`config.mk`:
```
export PLATFORM = sky130hd
export DESIGN_NAME = sparse_column_tie_rank_core
export DESIGN_NICKNAME = d
export VERILOG_FILES = /design/src/sctr_pkg.sv /design/src/sparse_column_tie_rank_core.sv /design/src/sctr_front.sv /design/src/sctr_back.sv
export SDC_FILE = /design/constraint.sdc
export NUM_CORES = 2
export LEC_CHECK = 0
export ABC_CLOCK_PERIOD_IN_PS = 9100
export BUFFER_PORTS_ARGS = -buffer_cell sky130_fd_sc_hd__buf_2
export CORE_ASPECT_RATIO = 0.75
export CORE_UTILIZATION = 45
export DETAILED_ROUTE_END_ITERATION = 8
export PLACE_DENSITY = 0.62
export RECOVER_POWER = 50
export SETUP_SLACK_MARGIN = 0.4
export SLEW_MARGIN = 10
export SYNTH_ARGS = -nofsm -noshare
export SYNTH_HDL_FRONTEND = slang
export SYNTH_HIERARCHICAL = 1
export SYNTH_SLANG_ARGS = --single-unit
```
`constraint.sdc`:
```
create_clock -name clk -period 9.1 [get_ports clk]
set_input_delay 1.82 -clock clk [delete_from_list [all_inputs] [get_ports clk]]
set_output_delay 1.82 -clock clk [all_outputs]
set_load 0.03 [all_outputs]
```
`src/sctr_pkg.sv`:
```
// Package: shared types, codes and constants for the sparse column tie rank block.
package sctr_pkg;

	localparam int MAX_NONZEROS_DEF = 32;
	localparam int ROWS_W = 20;
	localparam int CMD_DEPTH = 4;

	localparam logic [1:0] KIND_RANK  = 2'd0;
	localparam logic [1:0] KIND_GROUP = 2'd1;
	localparam logic [1:0] KIND_ZERO  = 2'd2;

	typedef struct packed {
		logic [31:0] value;
		logic        last_of_column;
		logic        column_empty;
	} req_item_t;

	typedef struct packed {
		logic [1:0]  kind;
		logic [4:0]  position;
		logic [20:0] rank_doubled;
		logic [19:0] group_count;
		logic        overflow;
		logic        last;
	} res_item_t;

	// classified request as handed from front to back
	typedef struct packed {
		logic        store;
		logic        close;
		logic [31:0] value;
	} cmd_t;

	typedef struct packed {
		logic valid;
		cmd_t cmd;
	} cmd_chan_t;

endpackage

```
`src/sparse_column_tie_rank_core.sv`:
```
// Top level: average-rank-with-ties engine for one sparse column at a time.
//
// Push the nonzero values of a column, the final one flagged last_of_column
// (or push a column_empty request to close it). The block returns one doubled
// mean rank per stored entry in arrival order (offset by twice the implicit
// zero count, num_rows minus stored entries, clamped at 0), then one size per
// tie group of two or more in ascending value order, then the zero count,
// flagged last. Entries beyond MAX_NONZEROS are dropped and every result of
// that column carries overflow. Plain loads go through a four-deep request
// queue and are stored at one per cycle while the sequencer is idle.
// Closing a column of n entries runs the ranking sequencer over the
// single-port value memory: each rank takes a fetch, a latch, one full
// scan and an emit, and each distinct value, plus one final pass that finds
// none left, takes another full scan to find the tie groups, with an emit per
// group of two or more; no new request is taken from the queue meanwhile. A
// stalled result holds the sequencer in its emit step. The user must write
// num_rows via cfg_we / cfg_wdata while the block is idle; it is not enforced.
module sparse_column_tie_rank_core
	import sctr_pkg::*;
#(
	parameter int MAX_NONZEROS = MAX_NONZEROS_DEF
)(
	input  logic              clk,
	input  logic              arst_n,
	input  logic              push,
	output logic              full,
	input  req_item_t         req,
	output logic              empty,
	input  logic              pop,
	output res_item_t         res,
	input  logic              cfg_we,
	input  logic [ROWS_W-1:0] cfg_wdata
);

	cmd_chan_t         cmd_chan;
	logic              cmd_pop;
	logic [ROWS_W-1:0] num_rows_q;

	always_ff @(posedge clk or negedge arst_n) begin
		if (!arst_n) begin
			num_rows_q <= '0;
		end else if (cfg_we) begin
			num_rows_q <= cfg_wdata;
		end
	end

	sctr_front u_front (
		.clk     (clk),
		.arst_n  (arst_n),
		.push    (push),
		.full    (full),
		.req     (req),
		.cmd_out (cmd_chan),
		.cmd_pop (cmd_pop)
	);

	sctr_back #(
		.MAX_NONZEROS (MAX_NONZEROS)
	) u_back (
		.clk      (clk),
		.arst_n   (arst_n),
		.cmd_in   (cmd_chan),
		.cmd_pop  (cmd_pop),
		.num_rows (num_rows_q),
		.empty    (empty),
		.pop      (pop),
		.res      (res)
	);

endmodule

```
`src/sctr_front.sv`:
```
// Front: takes requests, classifies them into store/close commands, queues them.
module sctr_front
	import sctr_pkg::*;
(
	input  logic      clk,
	input  logic      arst_n,
	input  logic      push,
	output logic      full,
	input  req_item_t req,
	output cmd_chan_t cmd_out,
	input  logic      cmd_pop
);

	localparam int PW = $clog2(CMD_DEPTH);

	cmd_t           q_q [CMD_DEPTH];
	logic [PW-1:0]  wr_ptr_q, rd_ptr_q;
	logic [PW:0]    count_q;
	logic           do_push, do_pop;
	cmd_t           cmd_new;

	assign full    = (count_q == (PW+1)'(CMD_DEPTH));
	assign do_push = push && !full;
	assign do_pop  = cmd_pop && (count_q != '0);

	always_comb begin
		cmd_new.store = !req.column_empty;
		cmd_new.close = req.column_empty || req.last_of_column;
		cmd_new.value = req.value;
	end

	always_ff @(posedge clk) begin
		if (do_push) begin
			q_q[wr_ptr_q] <= cmd_new;
		end
	end

	always_ff @(posedge clk or negedge arst_n) begin
		if (!arst_n) begin
			wr_ptr_q <= '0;
			rd_ptr_q <= '0;
			count_q  <= '0;
		end else begin
			if (do_push) wr_ptr_q <= wr_ptr_q + 1'b1;
			if (do_pop)  rd_ptr_q <= rd_ptr_q + 1'b1;
			count_q <= count_q + (PW+1)'(do_push) - (PW+1)'(do_pop);
		end
	end

	assign cmd_out.valid = (count_q != '0);
	assign cmd_out.cmd   = q_q[rd_ptr_q];

endmodule

```
`src/sctr_back.sv`:
```
// Back: value memory and the ranking sequencer with its result register.
module sctr_back
	import sctr_pkg::*;
#(
	parameter int MAX_NONZEROS = MAX_NONZEROS_DEF
)(
	input  logic              clk,
	input  logic              arst_n,
	input  cmd_chan_t         cmd_in,
	output logic              cmd_pop,
	input  logic [ROWS_W-1:0] num_rows,
	output logic              empty,
	input  logic              pop,
	output res_item_t         res
);

	localparam int AW = (MAX_NONZEROS > 1) ? $clog2(MAX_NONZEROS) : 1;
	localparam int CW = $clog2(MAX_NONZEROS + 1);

	typedef enum logic [6:0] {
		S_IDLE   = 7'b0000001,
		S_RFETCH = 7'b0000010,
		S_RCUR   = 7'b0000100,
		S_RSCAN  = 7'b0001000,
		S_REMIT  = 7'b0010000,
		S_GSCAN  = 7'b0100000,
		S_EMIT   = 7'b1000000
	} state_t;

	logic [31:0]       mem [MAX_NONZEROS];
	logic [31:0]       rdata_q;
	logic              rd_en;
	logic [AW-1:0]     rd_addr;
	logic              wr_en;

	state_t            state_q;
	logic [CW-1:0]     cnt_q, n_q, i_q, j_q, less_q, eq_q, gcnt_q;
	logic              ovf_q, col_ovf_q, pv_q;
	logic [ROWS_W-1:0] zeros_q;
	logic [31:0]       cur_q, best_q, prev_q;
	logic              have_prev_q, found_q, zero_pend_q;
	logic              out_v_q;
	res_item_t         out_q;
	logic              slot_free;
	logic              out_load;
	logic              can_store;
	logic [CW-1:0]     n_next;
	logic [21:0]       rank_val;
	logic              cand;

	assign slot_free = !out_v_q || pop;
	assign out_load  = slot_free && ((state_q == S_REMIT) || (state_q == S_EMIT));
	assign empty     = !out_v_q;
	assign res       = out_q;
	assign cmd_pop   = (state_q == S_IDLE) && cmd_in.valid;

	assign can_store = cnt_q != CW'(MAX_NONZEROS);
	assign wr_en     = cmd_pop && cmd_in.cmd.store && can_store;
	assign n_next    = cnt_q + CW'(wr_en);

	assign rd_en   = (state_q == S_RFETCH) ||
	                 (((state_q == S_RSCAN) || (state_q == S_GSCAN)) && (j_q != n_q));
	assign rd_addr = (state_q == S_RFETCH) ? i_q[AW-1:0] : j_q[AW-1:0];

	assign rank_val = 22'({less_q, 1'b0}) + 22'(eq_q) + 22'd1 + 22'({zeros_q, 1'b0});
	assign cand     = !have_prev_q || (rdata_q > prev_q);

	always_ff @(posedge clk) begin
		if (wr_en) mem[cnt_q[AW-1:0]] <= cmd_in.cmd.value;
		if (rd_en) rdata_q <= mem[rd_addr];
	end

	always_ff @(posedge clk or negedge arst_n) begin
		if (!arst_n) begin
			state_q     <= S_IDLE;
			cnt_q       <= '0;
			ovf_q       <= 1'b0;
			out_v_q     <= 1'b0;
			out_q       <= '0;
			pv_q        <= 1'b0;
			n_q         <= '0;
			i_q         <= '0;
			j_q         <= '0;
			less_q      <= '0;
			eq_q        <= '0;
			gcnt_q      <= '0;
			cur_q       <= '0;
			best_q      <= '0;
			prev_q      <= '0;
			col_ovf_q   <= 1'b0;
			zeros_q     <= '0;
			have_prev_q <= 1'b0;
			found_q     <= 1'b0;
			zero_pend_q <= 1'b0;
		end else begin
			if (pop && out_v_q && !out_load) out_v_q <= 1'b0;
			pv_q <= rd_en && (state_q != S_RFETCH);
			if (rd_en && (state_q != S_RFETCH)) j_q <= j_q + 1'b1;

			unique case (state_q)
				S_IDLE: begin
					if (cmd_pop) begin
						if (cmd_in.cmd.close) begin
							n_q       <= n_next;
							col_ovf_q <= ovf_q || (cmd_in.cmd.store && !can_store);
							zeros_q   <= (num_rows > ROWS_W'(n_next)) ?
							             num_rows - ROWS_W'(n_next) : '0;
							cnt_q     <= '0;
							ovf_q     <= 1'b0;
							i_q       <= '0;
							if (n_next == '0) begin
								zero_pend_q <= 1'b1;
								state_q     <= S_EMIT;
							end else begin
								state_q <= S_RFETCH;
							end
						end else begin
							if (wr_en) cnt_q <= n_next;
							if (cmd_in.cmd.store && !can_store) ovf_q <= 1'b1;
						end
					end
				end
				S_RFETCH: state_q <= S_RCUR;
				S_RCUR: begin
					cur_q   <= rdata_q;
					j_q     <= '0;
					less_q  <= '0;
					eq_q    <= '0;
					state_q <= S_RSCAN;
				end
				S_RSCAN: begin
					if (pv_q) begin
						if (rdata_q < cur_q) less_q <= less_q + 1'b1;
						else if (rdata_q == cur_q) eq_q <= eq_q + 1'b1;
					end
					if ((j_q == n_q) && !pv_q) state_q <= S_REMIT;
				end
				S_REMIT: begin
					if (slot_free) begin
						out_v_q            <= 1'b1;
						out_q.kind         <= KIND_RANK;
						out_q.position     <= 5'(i_q);
						out_q.rank_doubled <= rank_val[20:0];
						out_q.group_count  <= '0;
						out_q.overflow     <= col_ovf_q;
						out_q.last         <= 1'b0;
						i_q                <= i_q + 1'b1;
						if (i_q + 1'b1 == n_q) begin
							have_prev_q <= 1'b0;
							found_q     <= 1'b0;
							j_q         <= '0;
							state_q     <= S_GSCAN;
						end else begin
							state_q <= S_RFETCH;
						end
					end
				end
				S_GSCAN: begin
					// find the smallest value above the previous group, with its count
					if (pv_q && cand) begin
						if (!found_q || (rdata_q < best_q)) begin
							best_q  <= rdata_q;
							gcnt_q  <= CW'(1);
							found_q <= 1'b1;
						end else if (rdata_q == best_q) begin
							gcnt_q <= gcnt_q + 1'b1;
						end
					end
					if ((j_q == n_q) && !pv_q) begin
						if (!found_q) begin
							zero_pend_q <= 1'b1;
							state_q     <= S_EMIT;
						end else begin
							prev_q      <= best_q;
							have_prev_q <= 1'b1;
							found_q     <= 1'b0;
							if (gcnt_q > CW'(1)) begin
								zero_pend_q <= 1'b0;
								state_q     <= S_EMIT;
							end else begin
								j_q <= '0;
							end
						end
					end
				end
				S_EMIT: begin
					if (slot_free) begin
						out_v_q            <= 1'b1;
						out_q.position     <= '0;
						out_q.rank_doubled <= '0;
						out_q.overflow     <= col_ovf_q;
						if (zero_pend_q) begin
							out_q.kind        <= KIND_ZERO;
							out_q.group_count <= zeros_q;
							out_q.last        <= 1'b1;
							state_q           <= S_IDLE;
						end else begin
							out_q.kind        <= KIND_GROUP;
							out_q.group_count <= ROWS_W'(gcnt_q);
							out_q.last        <= 1'b0;
							j_q               <= '0;
							state_q           <= S_GSCAN;
						end
					end
				end
				default: state_q <= S_IDLE;
			endcase
		end
	end

endmodule

```
==> impl_results.md <==
- Status: finished, violations left
- Failing checks: max-capacitance violations, max-slew violations
- Yosys reg bits: between 1000 and 1500
- Critical R2R Launch: u_back/state_q[6]
- Hold Buf Count CTS: 0
- Clk_lat worst skew: 0.77 ns
- Most common cell after layout, fill and taps aside: edfxtp_1
- Final worst slack: about 3.5 ns
- Asr flop ratio synth: ~17%
- Htree depth: 4
- Routed WL per cell: about 25 um
- CP required: around 9.7 ns
- Hold Vio Cnt, Final: 0
- First-pass GRT wire length: 230000 um
- Slew Viols, Final: 297
- Row Count: 115
- Max Freq: 0.179 GHz
- Worst setup path startpoint: u_back/state_q[6]
- Placed wire-length estimate: 81700 um
- Worst setup EP type: flip-flop
- Port-buffer cells: 110
- Overall Global Routing Usage: roughly a quarter
- DR DRC count: 0
- Psw: 6.38 mW
- Die Area: between 100000 and 150000 um^2
- Area occupied by multi-input gates: 16300 um^2
- WL final: about 160000 um
- Final net count: 4622
- Cell count after placement: about 6000
- Sequential share of power: 46.0%
- Leakage: about 23 nW
- Final worst path period share: about 60%
- Sequential area share after synthesis: 70.4%
- Combinational Power Share: about a quarter
- Finished Layout Cells: about 6300
- Worst r2r path cells: 11
- Total power: between 15 and 20 mW
- Switching share of total power: 32.7%
- Post-synth EDFFs: approximately 1200
- Commonest cells after routing, fill and taps aside: edfxtp_1, nand2_1, nand3_1
- Clk pwr share: 28.8%
- CP endpoint: u_back/rdata_q[10]
- Setup TNS: 0 ns
- # setup viols final: 0
- Setup CP Type: flip-flop to flip-flop
- RSZ-0062 raised after global routing: no
- Number of fillers in the final layout: ~11000
- CTS Buffer Depth: 3
- Pre-CTS setup slack: 4.37 ns
- Hold WS: between 0.4 and 0.5 ns
- Vias in the first global route: between 30000 and 40000
- PwrDens: ~300 nW/um^2
- Minimum clock period: 5.59 ns
- Routability cong.: 0.824
- Clk sinks: roughly 1400
- Largest net degree at the start of global routing: around 160
- Drt initial violations: slightly above 4000
- Worst VDD drop: ~190 uV
- CTS tree: yes
- Reg-to-reg slack, setup: about 3.5 ns
- Hold WC Path Type: flip-flop to flip-flop
- FF/Latch Area: roughly 42000 um^2
- Post-DP Area: between 60000 and 70000 um^2
- Grt total ovfl: 0
- Post-CTS Setup Inserts: 0
- Via Count: 36600
- Starting Density: between 40% and 50%
- Arrival time at the worst endpoint: between 6 and 7 ns
- Chip Width: approximately 420 um
- Critical path launch point type: flip-flop
- Worst slew margin: -66.8%
- Synth warnings: 6
- Worst Max-Slew Pin Slew: 2.50 ns
- Max-cap violations: 7
- Initial antenna violation count: 3
- Crit Reg-Reg Endpoint: u_back/rdata_q[10]
- Main synth FF type: edfxtp_1
- Post-Syn Nets: 4542
- Clock slew at reported path FFs: ~0.060 ns
- Core Util, Final: 50.6%
- Core area: roughly 130000 um^2
- Post-CTS Resized: 0
- Detail Route Antenna Nets: 0
- CTS root buffer: clkbuf_16
- Mapped cell area: slightly below 60000 um^2
- Die height: roughly 320 um
- Post-synth cell types: 90
- Cell count after synthesis: 4352
- Drt pass-1 iters: 6
- Avg Inst Size Synth: 13.7 um^2
- Internal cell power: around 13 mW
- Layout cells sized above 1: between 10% and 20%
- Final clock skew: 0.0280 ns
- Final Cell Area: around 66000 um^2
- Area grow syn2layout: 11.4%
- Crit Path Max Fanout: 92
- I/O pins: 111
- Via density: a little under 6
- Num CTS Buffers: ~140
## metal layers
layer  vias up  part of all wire [%]  GRT usage (%)
li1      16400                     -              -
met1     18400                    44           34.2
met2      1575                    44           34.5
met3       221                    10           6.15
met4         6                   2.1           6.21
met5         -                 0.026              0
## cells by family (layout without fill, tap and decap cells)
group	after synthesis	in the layout	share of synthesized area [%]
and+or+nand+nor	1535	1535	11.3
xor gates and xnor gates	59	59	0.917
adders and majority gates	134	134	2.90
other	0	2	0
muxes	243	243	5.08
DFF	1440	1440	70.4
buffers and inverters	365	550	2.73
AOI/OAI and AO/OA	576	576	6.59
## layout make-up
type	instances	share of cell area, %
Antenna cell	2	0.00753
Inverter	123	0.697
Clock inverter	74	1.06
Timing Repair Buffer	184	1.71
Tap cell	1755	3.31
Sequential cell	1440	63.2
Clock buffer	169	5.45
Multi-Input combinational cell	2547	24.5
## synth_stat cells, drive strengths merged, types with 16 or more instances
cell | number | area, um^2
inv | 123 | 464
buf | 95 | 612
dfrtp | 247 | 6180
mux2 | 57 | 717
a32oi | 133 | 1160
o21ai | 139 | 696
xnor2 | 32 | 280
ha | 123 | 1540
edfxtp | 1192 | 35800
nor2 | 81 | 304
nand2 | 969 | 3640
nand2b | 16 | 100
mux4 | 34 | 788
xor2 | 25 | 219
nand4 | 25 | 156
a22o | 23 | 201
o31ai | 16 | 120
nand3 | 292 | 1460
nor3 | 21 | 116
clkbuf | 147 | 552
a21oi | 53 | 265
mux2i | 152 | 1530
nor4 | 51 | 369
a21o | 20 | 150
a31oi | 138 | 870
## sequential cells by signal (all words and copies together) (netlist names), 7 cells and up
| name | cells |
|---|---|
| u_back/mem | 1024 |
| u_front/q_q | 136 |
| u_back/res | 49 |
| u_back/best_q | 32 |
| u_back/cur_q | 32 |
| u_back/prev_q | 32 |
| u_back/rdata_q | 32 |
| num_rows_q | 20 |
| u_back/zeros_q | 20 |
| u_back/state_q | 7 |
## critical path: stages (launching register included)
cell and delay [ns]:
dfrtp_1 0.46, nor3_1 0.53, nand4b_4 0.25, clkinvlp_2 0.74
mux2_8 0.80, buf_4 0.69, buf_4 0.97, mux2i_1 0.18
a32oi_1 0.20, a31oi_1 0.11, nor4_1 0.27, buf_4 0.15
## how the worst min path moves through the flow
stage | slack, ns | to | from | cells after the start
2_1_floorplan | 0.45 | u_back/col_ovf_q | u_back/col_ovf_q | 2
3_3_place_gp | 0.46 | u_back/res[22] | u_back/res[22] | 2
3_5_place_dp | 0.47 | u_back/res[3] | u_back/res[3] | 2
4_1_cts | 0.48 | u_back/res[46] | u_back/res[46] | 2
5_1_grt | 0.51 | u_back/res[36] | u_back/res[36] | 2
6_report | 0.47 | u_back/res[46] | u_back/res[46] | 2
## power by group through the flow
stage               logic, mW  clock network, mW  registers, mW
floorplan                3.24                  0           9.01
global placement         4.84                  0           9.09
finish                   4.91               5.61           8.98
CTS                      4.92               5.70           8.97
detailed placement       4.91                  0           9.10
global route             5.36               5.97           9.03
No activity file was read; power rests on OpenSTA's default activity.
